`src/dhlf_pkg.sv`:
```
// Shared types, codes and constants of the degree histogram line filter.
package dhlf_pkg;

  // Request codes on the text channel
  localparam logic OP_BYTE = 1'b0;
  localparam logic OP_END  = 1'b1;

  // Field widths
  localparam int BYTE_W  = 8;
  localparam int RUN_W   = 7;
  localparam int CNT_W   = 11;
  localparam int TOTAL_W = 40;
  localparam int CMP_W   = 17;

  // Saturation limits
  localparam logic [RUN_W-1:0]   RUN_MAX   = {RUN_W{1'b1}};
  localparam logic [CNT_W-1:0]   CNT_MAX   = {CNT_W{1'b1}};
  localparam logic [TOTAL_W-1:0] TOTAL_MAX = {TOTAL_W{1'b1}};

  // Character codes
  localparam logic [BYTE_W-1:0] CH_NL    = 8'h0A;
  localparam logic [BYTE_W-1:0] CH_SPACE = 8'h20;
  localparam logic [BYTE_W-1:0] CH_COMMA = 8'h2C;
  localparam logic [BYTE_W-1:0] CH_ZERO  = 8'h30;
  localparam logic [BYTE_W-1:0] CH_NINE  = 8'h39;
  localparam logic [BYTE_W-1:0] CH_LOW_A = 8'h61;
  localparam logic [BYTE_W-1:0] CH_LOW_Z = 8'h7A;

  // Line parser phase, one-hot
  typedef enum logic [4:0] {
    PH_SPACES = 5'b00001,
    PH_DIGITS = 5'b00010,
    PH_ADJ    = 5'b00100,
    PH_DONE   = 5'b01000,
    PH_REJECT = 5'b10000
  } phase_t;

  function automatic logic [CNT_W-1:0] sat_inc(input logic [CNT_W-1:0] v);
    sat_inc = (v == CNT_MAX) ? v : v + CNT_W'(1);
  endfunction

  function automatic logic [TOTAL_W-1:0] tot_inc(input logic [TOTAL_W-1:0] v);
    tot_inc = (v == TOTAL_MAX) ? v : v + TOTAL_W'(1);
  endfunction

endpackage

```
`src/dhlf_if.sv`:
```
// Valid/ready channel interfaces for text input and line results.
interface dhlf_text_if;
  logic                       valid;
  logic                       ready;
  logic                       op;
  logic [dhlf_pkg::BYTE_W-1:0] text_byte;

  modport source (output valid, output op, output text_byte, input ready);
  modport sink   (input valid, input op, input text_byte, output ready);
endinterface

interface dhlf_result_if;
  logic                        valid;
  logic                        ready;
  logic                        graph_line;
  logic                        large_case;
  logic                        violates;
  logic [dhlf_pkg::TOTAL_W-1:0] total_lines;
  logic [dhlf_pkg::TOTAL_W-1:0] large_lines;
  logic [dhlf_pkg::TOTAL_W-1:0] violation_lines;
  logic                        final_res;

  modport source (output valid, output graph_line, output large_case, output violates,
                  output total_lines, output large_lines, output violation_lines,
                  output final_res, input ready);
  modport sink   (input valid, input graph_line, input large_case, input violates,
                  input total_lines, input large_lines, input violation_lines,
                  input final_res, output ready);
endinterface

```
`src/degree_histogram_line_filter.sv`:
```
// Degree histogram line filter: top level with parser, line judge and totals.
//
// Usage:
//   text   : one request per byte (op = byte) or an end-of-input marker (op = end).
//   result : one request per finished line (newline) and one per end marker;
//            bytes inside a line produce nothing.
// Path: a newline or end marker passes the input register, then the result
//   register, where its result waits until result.ready is high.
// Throughput: one request per cycle unless a waiting result stalls; each byte
//   only touches the parser phase, run length and four small per-line counters.
// Reset (rst, synchronous): parser back to line start, per-line counters and
//   the 40-bit running totals cleared, both pipeline registers emptied.
// Stall: while a result waits in the output register and result.ready is low,
//   the input register holds its byte and text.ready drops once it is full;
//   nothing is dropped or duplicated. A result never blocks the intake of
//   further bytes when the receiver keeps ready high.
// Line judging: a graph line is leading spaces, digits, one space, then comma
//   separated letter runs; degrees 3, 5, 6 and 7+ are counted, and a line with
//   three or more high-degree vertices is checked against the weighted test.
module degree_histogram_line_filter (
  input  logic                 clk,
  input  logic                 rst,
  dhlf_text_if.sink            text,
  dhlf_result_if.source        result
);

  // Input register
  logic                          s1_valid;
  logic                          s1_op;
  logic [dhlf_pkg::BYTE_W-1:0]   s1_byte;
  logic                          adv;

  // Parser and per-line state
  dhlf_pkg::phase_t              phase, phase_next;
  logic [dhlf_pkg::RUN_W-1:0]    run_len, run_len_next;
  logic [dhlf_pkg::CNT_W-1:0]    c3, c5, c6, ch;
  logic [dhlf_pkg::CNT_W-1:0]    c3_b, c5_b, c6_b, ch_b;
  logic [dhlf_pkg::TOTAL_W-1:0]  total_count, large_count, violation_count;
  logic [dhlf_pkg::TOTAL_W-1:0]  total_next, large_next, viol_next;

  // Output register
  logic                          out_valid;

  logic is_digit, is_lower, is_space, is_comma, is_nl;
  logic finish, step, do_bin;
  logic graph, large_hit, viol;
  logic [dhlf_pkg::CMP_W-1:0] lhs, rhs;

  // Stage handshake: the input register moves on when the result slot is free
  assign adv        = s1_valid && (!out_valid || result.ready);
  assign text.ready = !s1_valid || adv;
  assign result.valid = out_valid;

  always_ff @(posedge clk) begin
    if (rst) begin
      s1_valid <= 1'b0;
    end else if (text.ready) begin
      s1_valid <= text.valid;
    end
  end

  always_ff @(posedge clk) begin
    if (text.ready && text.valid) begin
      s1_op   <= text.op;
      s1_byte <= text.text_byte;
    end
  end

  // Byte classes
  assign is_digit = (s1_byte >= dhlf_pkg::CH_ZERO) && (s1_byte <= dhlf_pkg::CH_NINE);
  assign is_lower = (s1_byte >= dhlf_pkg::CH_LOW_A) && (s1_byte <= dhlf_pkg::CH_LOW_Z);
  assign is_space = (s1_byte == dhlf_pkg::CH_SPACE);
  assign is_comma = (s1_byte == dhlf_pkg::CH_COMMA);
  assign is_nl    = (s1_byte == dhlf_pkg::CH_NL);

  assign finish = adv && ((s1_op == dhlf_pkg::OP_END) || is_nl);
  assign step   = adv && !finish;
  // A letter run closes at a non-letter byte or at the end of the line
  assign do_bin = adv && (phase == dhlf_pkg::PH_ADJ) && (run_len != '0) &&
                  (finish || !is_lower);

  // Degree binning of the closing run; other lengths count nowhere
  always_comb begin
    c3_b = c3;
    c5_b = c5;
    c6_b = c6;
    ch_b = ch;
    if (do_bin) begin
      if (run_len == dhlf_pkg::RUN_W'(3)) begin
        c3_b = dhlf_pkg::sat_inc(c3);
      end else if (run_len == dhlf_pkg::RUN_W'(5)) begin
        c5_b = dhlf_pkg::sat_inc(c5);
      end else if (run_len == dhlf_pkg::RUN_W'(6)) begin
        c6_b = dhlf_pkg::sat_inc(c6);
      end else if (run_len >= dhlf_pkg::RUN_W'(7)) begin
        ch_b = dhlf_pkg::sat_inc(ch);
      end
    end
  end

  // Line judgment: 20*p6 < 39 + 10*p3 - 5*p5 - 20*S, rearranged to stay unsigned
  assign lhs = dhlf_pkg::CMP_W'(c6_b) * dhlf_pkg::CMP_W'(20)
             + dhlf_pkg::CMP_W'(c5_b) * dhlf_pkg::CMP_W'(5)
             + dhlf_pkg::CMP_W'(ch_b) * dhlf_pkg::CMP_W'(20);
  assign rhs = dhlf_pkg::CMP_W'(39) + dhlf_pkg::CMP_W'(c3_b) * dhlf_pkg::CMP_W'(10);

  assign graph     = (phase == dhlf_pkg::PH_ADJ) || (phase == dhlf_pkg::PH_DONE);
  assign large_hit = graph && (ch_b >= dhlf_pkg::CNT_W'(3));
  assign viol      = large_hit && (lhs < rhs);

  always_comb begin
    total_next = total_count;
    large_next = large_count;
    viol_next  = violation_count;
    if (finish && graph) begin
      total_next = dhlf_pkg::tot_inc(total_count);
    end
    if (finish && large_hit) begin
      large_next = dhlf_pkg::tot_inc(large_count);
    end
    if (finish && viol) begin
      viol_next = dhlf_pkg::tot_inc(violation_count);
    end
  end

  // Parser phase and run length
  always_comb begin
    phase_next   = phase;
    run_len_next = run_len;
    if (finish) begin
      phase_next   = dhlf_pkg::PH_SPACES;
      run_len_next = '0;
    end else if (step) begin
      unique case (phase)
        dhlf_pkg::PH_SPACES: begin
          if (!is_space) begin
            phase_next = is_digit ? dhlf_pkg::PH_DIGITS : dhlf_pkg::PH_REJECT;
          end
        end
        dhlf_pkg::PH_DIGITS: begin
          if (!is_digit) begin
            phase_next = is_space ? dhlf_pkg::PH_ADJ : dhlf_pkg::PH_REJECT;
          end
        end
        dhlf_pkg::PH_ADJ: begin
          if (is_lower) begin
            if (run_len != dhlf_pkg::RUN_MAX) begin
              run_len_next = run_len + dhlf_pkg::RUN_W'(1);
            end
          end else begin
            run_len_next = '0;
            if (!is_comma) begin
              phase_next = dhlf_pkg::PH_DONE;
            end
          end
        end
        default: begin
          phase_next = phase;
        end
      endcase
    end
  end

  always_ff @(posedge clk) begin
    if (rst) begin
      phase           <= dhlf_pkg::PH_SPACES;
      run_len         <= '0;
      c3              <= '0;
      c5              <= '0;
      c6              <= '0;
      ch              <= '0;
      total_count     <= '0;
      large_count     <= '0;
      violation_count <= '0;
    end else begin
      phase           <= phase_next;
      run_len         <= run_len_next;
      total_count     <= total_next;
      large_count     <= large_next;
      violation_count <= viol_next;
      if (finish) begin
        c3 <= '0;
        c5 <= '0;
        c6 <= '0;
        ch <= '0;
      end else begin
        c3 <= c3_b;
        c5 <= c5_b;
        c6 <= c6_b;
        ch <= ch_b;
      end
    end
  end

  // Result register
  always_ff @(posedge clk) begin
    if (rst) begin
      out_valid <= 1'b0;
    end else if (finish) begin
      out_valid <= 1'b1;
    end else if (result.ready) begin
      out_valid <= 1'b0;
    end
  end

  always_ff @(posedge clk) begin
    if (finish) begin
      result.graph_line      <= graph;
      result.large_case      <= large_hit;
      result.violates        <= viol;
      result.total_lines     <= total_next;
      result.large_lines     <= large_next;
      result.violation_lines <= viol_next;
      result.final_res       <= (s1_op == dhlf_pkg::OP_END);
    end
  end

  // Checks
  a_ready_only_when_full: assert property (@(posedge clk) disable iff (rst)
    !text.ready |-> s1_valid)
    else $error("input stalled while input register empty");

  a_flag_nesting: assert property (@(posedge clk) disable iff (rst)
    out_valid |-> ((!result.violates || result.large_case) &&
                   (!result.large_case || result.graph_line)))
    else $error("result flags not nested");

  a_totals_ordered: assert property (@(posedge clk) disable iff (rst)
    (large_count <= total_count) && (violation_count <= large_count))
    else $error("running totals out of order");

  a_totals_monotonic: assert property (@(posedge clk) disable iff (rst)
    !$past(rst) |-> (total_count >= $past(total_count)))
    else $error("graph line total decreased");

  a_clean_line_start: assert property (@(posedge clk) disable iff (rst)
    (phase == dhlf_pkg::PH_SPACES) |->
      (run_len == '0 && c3 == '0 && c5 == '0 && c6 == '0 && ch == '0))
    else $error("per-line state not cleared at line start");

endmodule
```
`src/flat_wrapper.sv`:
```
// flat-port wrapper written by rule: the top's interface ports become plain ports
module degree_histogram_line_filter_flat 
  (clk, rst, text_valid, text_op, text_text_byte, text_ready, result_valid, result_graph_line, result_large_case, result_violates, result_total_lines, result_large_lines, result_violation_lines, result_final_res, result_ready);
  dhlf_text_if text_i ();
  dhlf_result_if result_i ();
  input  logic clk;
  input  logic rst;
  input wire logic [$bits(text_i.valid)-1:0] text_valid;
  input wire logic [$bits(text_i.op)-1:0] text_op;
  input wire logic [$bits(text_i.text_byte)-1:0] text_text_byte;
  output wire logic [$bits(text_i.ready)-1:0] text_ready;
  output wire logic [$bits(result_i.valid)-1:0] result_valid;
  output wire logic [$bits(result_i.graph_line)-1:0] result_graph_line;
  output wire logic [$bits(result_i.large_case)-1:0] result_large_case;
  output wire logic [$bits(result_i.violates)-1:0] result_violates;
  output wire logic [$bits(result_i.total_lines)-1:0] result_total_lines;
  output wire logic [$bits(result_i.large_lines)-1:0] result_large_lines;
  output wire logic [$bits(result_i.violation_lines)-1:0] result_violation_lines;
  output wire logic [$bits(result_i.final_res)-1:0] result_final_res;
  input wire logic [$bits(result_i.ready)-1:0] result_ready;
  assign text_i.valid = text_valid;
  assign text_i.op = text_op;
  assign text_i.text_byte = text_text_byte;
  assign text_ready = text_i.ready;
  assign result_valid = result_i.valid;
  assign result_graph_line = result_i.graph_line;
  assign result_large_case = result_i.large_case;
  assign result_violates = result_i.violates;
  assign result_total_lines = result_i.total_lines;
  assign result_large_lines = result_i.large_lines;
  assign result_violation_lines = result_i.violation_lines;
  assign result_final_res = result_i.final_res;
  assign result_i.ready = result_ready;
  degree_histogram_line_filter u_core (.clk(clk), .rst(rst), .text(text_i), .result(result_i));
endmodule
```
`config.mk`:
```
export PLATFORM = sky130hd
export DESIGN_NAME = degree_histogram_line_filter_flat
export DESIGN_NICKNAME = d
export VERILOG_FILES = /design/src/dhlf_pkg.sv /design/src/dhlf_if.sv /design/src/degree_histogram_line_filter.sv /design/src/flat_wrapper.sv
export SDC_FILE = /design/constraint.sdc
export NUM_CORES = 1
export LEC_CHECK = 0
export BUFFER_PORTS_ARGS = -buffer_cell sky130_fd_sc_hd__buf_2
export CAP_MARGIN = 5
export CORE_ASPECT_RATIO = 1.75
export CORE_MARGIN = 8
export CORE_UTILIZATION = 30
export DETAILED_ROUTE_END_ITERATION = 6
export REMOVE_ABC_BUFFERS = 1
export SETUP_SLACK_MARGIN = 0.02
export SLEW_MARGIN = 40
export SYNTH_ARGS = -nofsm -noshare
export SYNTH_HDL_FRONTEND = slang
export SYNTH_SLANG_ARGS = --single-unit
```
`constraint.sdc`:
```
create_clock -name clk -period 10.5 [get_ports clk]
set_clock_uncertainty 0.1 [all_clocks]
set_input_delay 0.525 -clock clk [delete_from_list [all_inputs] [get_ports clk]]
set_output_delay 0.525 -clock clk [all_outputs]
set_load 0.05 [all_outputs]
```
# Word level (Yosys, flattened, before mapping)

Cells that the tools add are included.

Logic and storage cells: 129
Register bits: 311
Bits of input ports: 13

Reductions and logical operators: 29
Multiplexer cells: 35
Magnitude comparators: 7
$add $sub $neg: 11
Equality and inequality tests: 23
Multiply operators: 4

Operators by type and width:

| kind                                                                                 | count |
|---|---|
| 40-bit two-way mux                                                                   | 6 |
| 11-bit two-way mux                                                                   | 18 |
| 40-bit by 1-bit adder with 40-bit output, second input constant                      | 3 |
| 40-bit == test, second input constant                                                | 3 |
| 11-bit by 3-bit multiplier with 14-bit output, second input constant                 | 4 |
| 11-bit by 1-bit adder with 11-bit output, second input constant                      | 4 |
| 11-bit == test, second input constant                                                | 4 |
| 5-bit two-way mux                                                                    | 6 |
| 16-bit by 14-bit adder with 17-bit output                                            | 1 |
| 17-bit by 16-bit adder with 17-bit output                                            | 1 |
| 17-bit < comparator                                                                  | 1 |
| 6-bit by 15-bit adder with 16-bit output, first input constant                       | 1 |
| 8-bit by 6-bit == test with 1-bit output, second input constant                      | 2 |
| 5-bit one-hot mux with 3 select lines                                                | 1 |
| 7-bit by 3-bit == test with 1-bit output, second input constant                      | 2 |
| 1-bit logical AND                                                                    | 14 |
| 7-bit two-way mux                                                                    | 2 |
| 11-bit by 2-bit greater-or-equal comparator with 1-bit output, second input constant | 1 |
| 2-bit != test, second input constant                                                 | 5 |
| 8-bit by 4-bit == test with 1-bit output, second input constant                      | 1 |
| 8-bit by 6-bit greater-or-equal comparator with 1-bit output, second input constant  | 1 |
| 8-bit by 7-bit greater-or-equal comparator with 1-bit output, second input constant  | 1 |
| 8-bit by 6-bit less-or-equal comparator with 1-bit output, second input constant     | 1 |
| 8-bit by 7-bit less-or-equal comparator with 1-bit output, second input constant     | 1 |
| 17 further kinds                                                                     | 25 |

# Depth between registers and ports, before layout

Depth in word-level cells: 14
Depth in mapped cells: 40

# Worst setup path after synthesis

No wires, ideal clock.

Kind: flip-flop to flip-flop
From: register u_core.ch[0] (netlist bit)
To: register u_core.violation_count[17] (netlist bit)
Data arrival time: 8.226 ns
Period minus slack after synthesis: 8.447 ns
Path slack: 2.053 ns
Data required time: 10.279 ns
Cell stages (with the launch flop): 38
Path through: dfxtp_1 ha_1 nand3_1 or4_1 nand3_1 nor2_1 mux2i_1 xor2_1 ha_1 inv_1 fa_1 nor2b_1 o21ai_0 a21boi_0 o21ai_0 nand2b_1 xor2_1 fa_1 [2 not listed] inv_1 ha_1 a21o_1 a21oi_1 a21bo_2 a21o_1 a21oi_1 xnor2_1 ha_1 a211oi_1 o221ai_1 a2111o_1 a31oi_1 a211oi_1 nor3_4 nand3_4 nor4_1 mux2_2

Word-level cells in the longest chain between the ends: 13

RTL lines:

| element                                                                           | RTL line                            | source |
|---|---|---|
| from (decl)                                                                       | degree_histogram_line_filter.sv:36  | `logic [dhlf_pkg::CNT_W-1:0] c3, c5, c6, ch;` |
| from (signal assigned)                                                            | degree_histogram_line_filter.sv:190 | `ch <= ch_b;` |
| 11-bit by 1-bit adder with 11-bit output / 11-bit == test (equally long branches) | dhlf_pkg.sv:39                      | `sat_inc = (v == CNT_MAX) ? v : v + CNT_W'(1);` |
| 11-bit two-way mux                                                                | dhlf_pkg.sv:39                      |  |
| 11-bit two-way mux                                                                | degree_histogram_line_filter.sv:95  | `end else if (run_len >= dhlf_pkg::RUN_W'(7)) begin` |
| 11-bit two-way mux                                                                | degree_histogram_line_filter.sv:93  | `end else if (run_len == dhlf_pkg::RUN_W'(6)) begin` |
| 11-bit two-way mux                                                                | degree_histogram_line_filter.sv:91  | `end else if (run_len == dhlf_pkg::RUN_W'(5)) begin` |
| 11-bit two-way mux                                                                | degree_histogram_line_filter.sv:89  | `if (run_len == dhlf_pkg::RUN_W'(3)) begin` |
| 11-bit two-way mux *                                                              | degree_histogram_line_filter.sv:88  | `if (do_bin) begin` |
| 11-bit by 3-bit multiplier with 14-bit output                                     | degree_histogram_line_filter.sv:104 | `+ dhlf_pkg::CMP_W'(ch_b) * dhlf_pkg::CMP_W'(20);` |
| 17-bit by 16-bit adder with 17-bit output                                         | degree_histogram_line_filter.sv:104 |  |
| 17-bit < comparator                                                               | degree_histogram_line_filter.sv:109 | `assign viol = large_hit && (lhs < rhs);` |
| 1-bit logical AND *                                                               | degree_histogram_line_filter.sv:109 |  |
| 1-bit logical AND *                                                               | degree_histogram_line_filter.sv:121 | `if (finish && viol) begin` |
| 40-bit two-way mux *                                                              | degree_histogram_line_filter.sv:121 |  |
| to (signal assigned)                                                              | degree_histogram_line_filter.sv:180 | `violation_count <= viol_next;` |
| to (decl)                                                                         | degree_histogram_line_filter.sv:38  | `logic [dhlf_pkg::TOTAL_W-1:0] total_count, large_count, violation_count;` |

Mark *: on every way between the ends. The rest lies on a longest branch, timed or not.
A chain may end at the register's enable or synchronous reset.

# Worst setup path after layout

Same ends and word-level chain as after synthesis.

==> reports/metrics.csv <==
stage;metric;value;unit
outcome;status;complete, no violations;
global_routing;vias in the first global route;13225;
global_routing;All-Layer GR Usage;13.0;%
cts;clock-pin slew on the worst setup and hold paths;0.06;ns
layout;share of post-route cells with drive strength above 1;13.7;%
global_routing;largest net degree at the start of global routing;68;
synthesis;most common flop cell mapped by yosys;dfxtp_1;
power;PD cells;124;mW/mm2
cts;# Post-CTS Setup Buffers;0;
layout;nets@finish;1978;
global_routing;first-pass GRT wire length;68.6;mm
cts;clock buffer depth;3;
critical_path;CP Launch Point;u_core.ch[0];
drt;vias per cell;4.86;
power;Clock power frac;45.4;%
power;Peak supply drop;0.0944;mV
layout;final instance area;0.0196;mm2
global_routing;grt total ovfl;0;
critical_path;Worst Setup End Kind;flip-flop;
timing;FMAX;0.102;GHz
die;Starting Density;30.3;%
critical_path;R2R depth;37;
timing;RSZ-0062 raised after global routing;no;
synthesis;register area share after synthesis;44.3;%
drt;Residual DRC;0;
cts;CTS root buffer;clkbuf_16;
job;maxcap violations;0;
synthesis;Seq cells post-synth;311;
synthesis;warnings from Yosys;0;
synthesis;Post-synth EDFFs;133;
die;Core Region;0.0563;mm2
die;# rows;115;
power;Logic pwr share;2.5;%
cts;Sink Count;311;
placed_design;Post-DP HPWL;33.3;mm
power;Seq pwr share;52.2;%
drt;post-route ant nets;0;
placed_design;I/O Buffers;138;
die;Die ar.;0.0650;mm2
drt;routed len/inst;16.4;um
critical_path;register-to-register setup slack;0.70;ns
critical_path;crit path capture;u_core.violation_count[17];
placed_design;dpl ws;0.717;ns
critical_path;Worst Path Required;10.86;ns
drt;Routed Wire Length;42.9;mm
drt;1st-pass router iterations;5;
timing;Period minus WS final;9.80;ns
cts;total CTS buffers;30;
layout;n_diodes;0;
layout;P&R area growth vs syn;15.1;%
timing;final max-slew violation count;0;
critical_path;CP peak stage delay;0.68;ns
drt;routed via count;12739;
die;Ports;139;
power;cell internal pwr;1900;uW
timing;Slew @ Worst Pin;0.760;ns
cts;H-Tree Depth;1;
synthesis;Netlist cell types;83;
cts;clk_lat worst skew;0.58;ns
hold_path;Hold Path Class;primary input to flip-flop;
synthesis;Post-Syn Area per Cell;10.0;um2
die;Die Ht;331;um
cts;CTS tree;done;
timing;Slew HR;48.9;%
synthesis;Post-synth ARST share;0;%
critical_path;Worst path top cell family by delay;simple AND/OR/NAND/NOR gates;
timing;setup violators final;0;
synthesis;Synth Instances;1697;
critical_path;Setup CP Type;flip-flop to flip-flop;
power;NetSw;530;uW
placed_design;placed standard-cell area;0.0186;mm2
critical_path;CP Depth;37;
drt;Detailed Route Iter0 Violations;486;
critical_path;WP data arrival;10.16;ns
timing;setup ws final;0.701;ns
timing;final setup TNS;0;ns
power;leakage power;0.00833;uW
power;Total Power;2430;uW
die;Die X;196;um
timing;Hold Vio Cnt, Final;0;
critical_path;r2r endpoint;u_core.violation_count[17];
critical_path;CP Buf/Inv Count;3;
critical_path;Worst R2R Start;u_core.ch[0];
global_routing;initial antenna violation count;0;
critical_path;largest fanout on the critical path;32;
power;Net Sw Frac;21.8;%
critical_path;most frequent CP cell;ha_1;
critical_path;element type at the critical path start;flip-flop;
critical_path;CP max-delay cell;or4_1;
placed_design;Final GP Congestion;0.936;
synthesis;Mapped Area;0.0171;mm2
timing;fin crit share;93.3;%
## timing repair
item,CTS,global route
hold endpoints to repair,5,0
hold buffers,5,0
resized for setup,0,0
setup endpoints to repair,0,0
## worst min-delay path, stage by stage
cell and delay [ns]:
buf_2 0.08, a21oi_1 0.03, nor2_1 0.07
## cell families after synthesis
kind of cell	after synthesis	synth area share, %
buffers and inverters	146	3.57
adder cells (fa/ha/maj)	128	10.4
multiplexers	30	1.98
flip-flops	311	44.3
other	1	0.0220
AND/OR/NAND/NOR	701	22.7
AO/OA/AOI/OAI	202	7.88
XOR/XNOR	178	9.14
## power by group through the flow
stage          registers, uW  clock network [uW]  logic [uW]
6_report                1270                1100        60.1
5_1_grt                 1270                1180        65.0
4_1_cts                 1270                1140        60.3
3_5_place_dp            1290                   0        58.4
3_3_place_gp            1290                   0        57.4
2_1_floorplan           1310                   0        17.2
## flip-flops by register name, indices dropped and copies added, names as in the netlist, 40 cells and up
signal and count:
u_core.large_count 40, u_core.result.large_lines 40, u_core.result.total_lines 40, u_core.result.violation_lines 40
u_core.total_count 40, u_core.violation_count 40
## layer usage
metal	part of all wire [%]	track usage, %	wire, um	up-vias
li1	-	-	-	6276
met1	37	12.8	16000	6079
met2	54	25.6	23300	286
met3	3.8	1.76	1630	98
met4	4.7	6.54	2010	0
met5	0	0	0	-
## layout make-up
cell class / instances / area, um2
fillers: 5671 / 36600
multi-input cells: 1240 / 8910
flip-flops and latches: 311 / 7560
well taps: 760 / 951
repair buffers: 152 / 827
clock buffers: 39 / 816
inverters: 103 / 389
clock inverters: 17 / 180
## through the flow
stage          hold slack (ns)  utilization (%)  cells
2_1_floorplan            0.352                -   1654
3_3_place_gp             0.386             33.0   2560
3_5_place_dp             0.397             33.0   2560
4_1_cts                 0.0371             34.8   2621
5_1_grt                 0.0562             34.9   2622
6_report                0.0720             34.9   2622
## synthesized netlist by cell type (19+ instances only)
master    instances  area (um2)
dfxtp_1         178        3560
nor2_1          141         529
edfxtp_1        133        3990
nand2_1         110         413
nor2b_1         106         663
ha_1            103        1290
inv_1           102         383
xnor2_1         101         885
xor2_1           77         674
nand3_1          64         320
a21oi_1          61         305
nand4_1          44         275
and2_1           42         263
o21ai_0          39         195
nor3_1           38         190
and3_1           24         150
clkbuf_1         24        90.1
fa_1             24         480
nor4_1           22         138
and4_1           19         166
mux2_2           19         214
## worst min-delay path by stage
stage	slack, ns	cells past startpoint	end	start
2_1_floorplan	0.35	0	u_core.result.final_res	u_core.s1_op
6_report	0.07	3	u_core.s1_valid	text_valid
3_5_place_dp	0.40	2	u_core.violation_count[9]	u_core.violation_count[9]
4_1_cts	0.04	3	u_core.s1_valid	text_valid
5_1_grt	0.06	1	u_core.s1_byte[2]	text_text_byte[2]
3_3_place_gp	0.39	2	u_core.violation_count[9]	u_core.violation_count[9]
## layout by cell type, fill, tap and decap left out, types with 8 or more instances in the layout
cell type | Yosys | final
dfxtp_1 | 178 | 178
nor2_1 | 141 | 141
buf_2 | 6 | 137
edfxtp_1 | 133 | 133
nand2_1 | 110 | 110
nor2b_1 | 106 | 106
ha_1 | 103 | 103
inv_1 | 102 | 101
xnor2_1 | 101 | 101
xor2_1 | 77 | 77
nand3_1 | 64 | 64
a21oi_1 | 61 | 61
nand4_1 | 44 | 44
and2_1 | 42 | 42
o21ai_0 | 39 | 39
nor3_1 | 38 | 36
clkbuf_16 | 0 | 31
and3_1 | 24 | 24
fa_1 | 24 | 24
nor4_1 | 22 | 21
and4_1 | 19 | 19
mux2_2 | 19 | 19
or4_1 | 18 | 18
or3_1 | 15 | 15
nand2b_1 | 15 | 14
o31ai_1 | 13 | 13
a21o_1 | 12 | 12
o21a_1 | 12 | 12
a31oi_1 | 11 | 11
o21bai_1 | 10 | 10
a211oi_1 | 8 | 8
buf_4 | 2 | 8
Note: power is estimated with default switching activity, not from simulation.
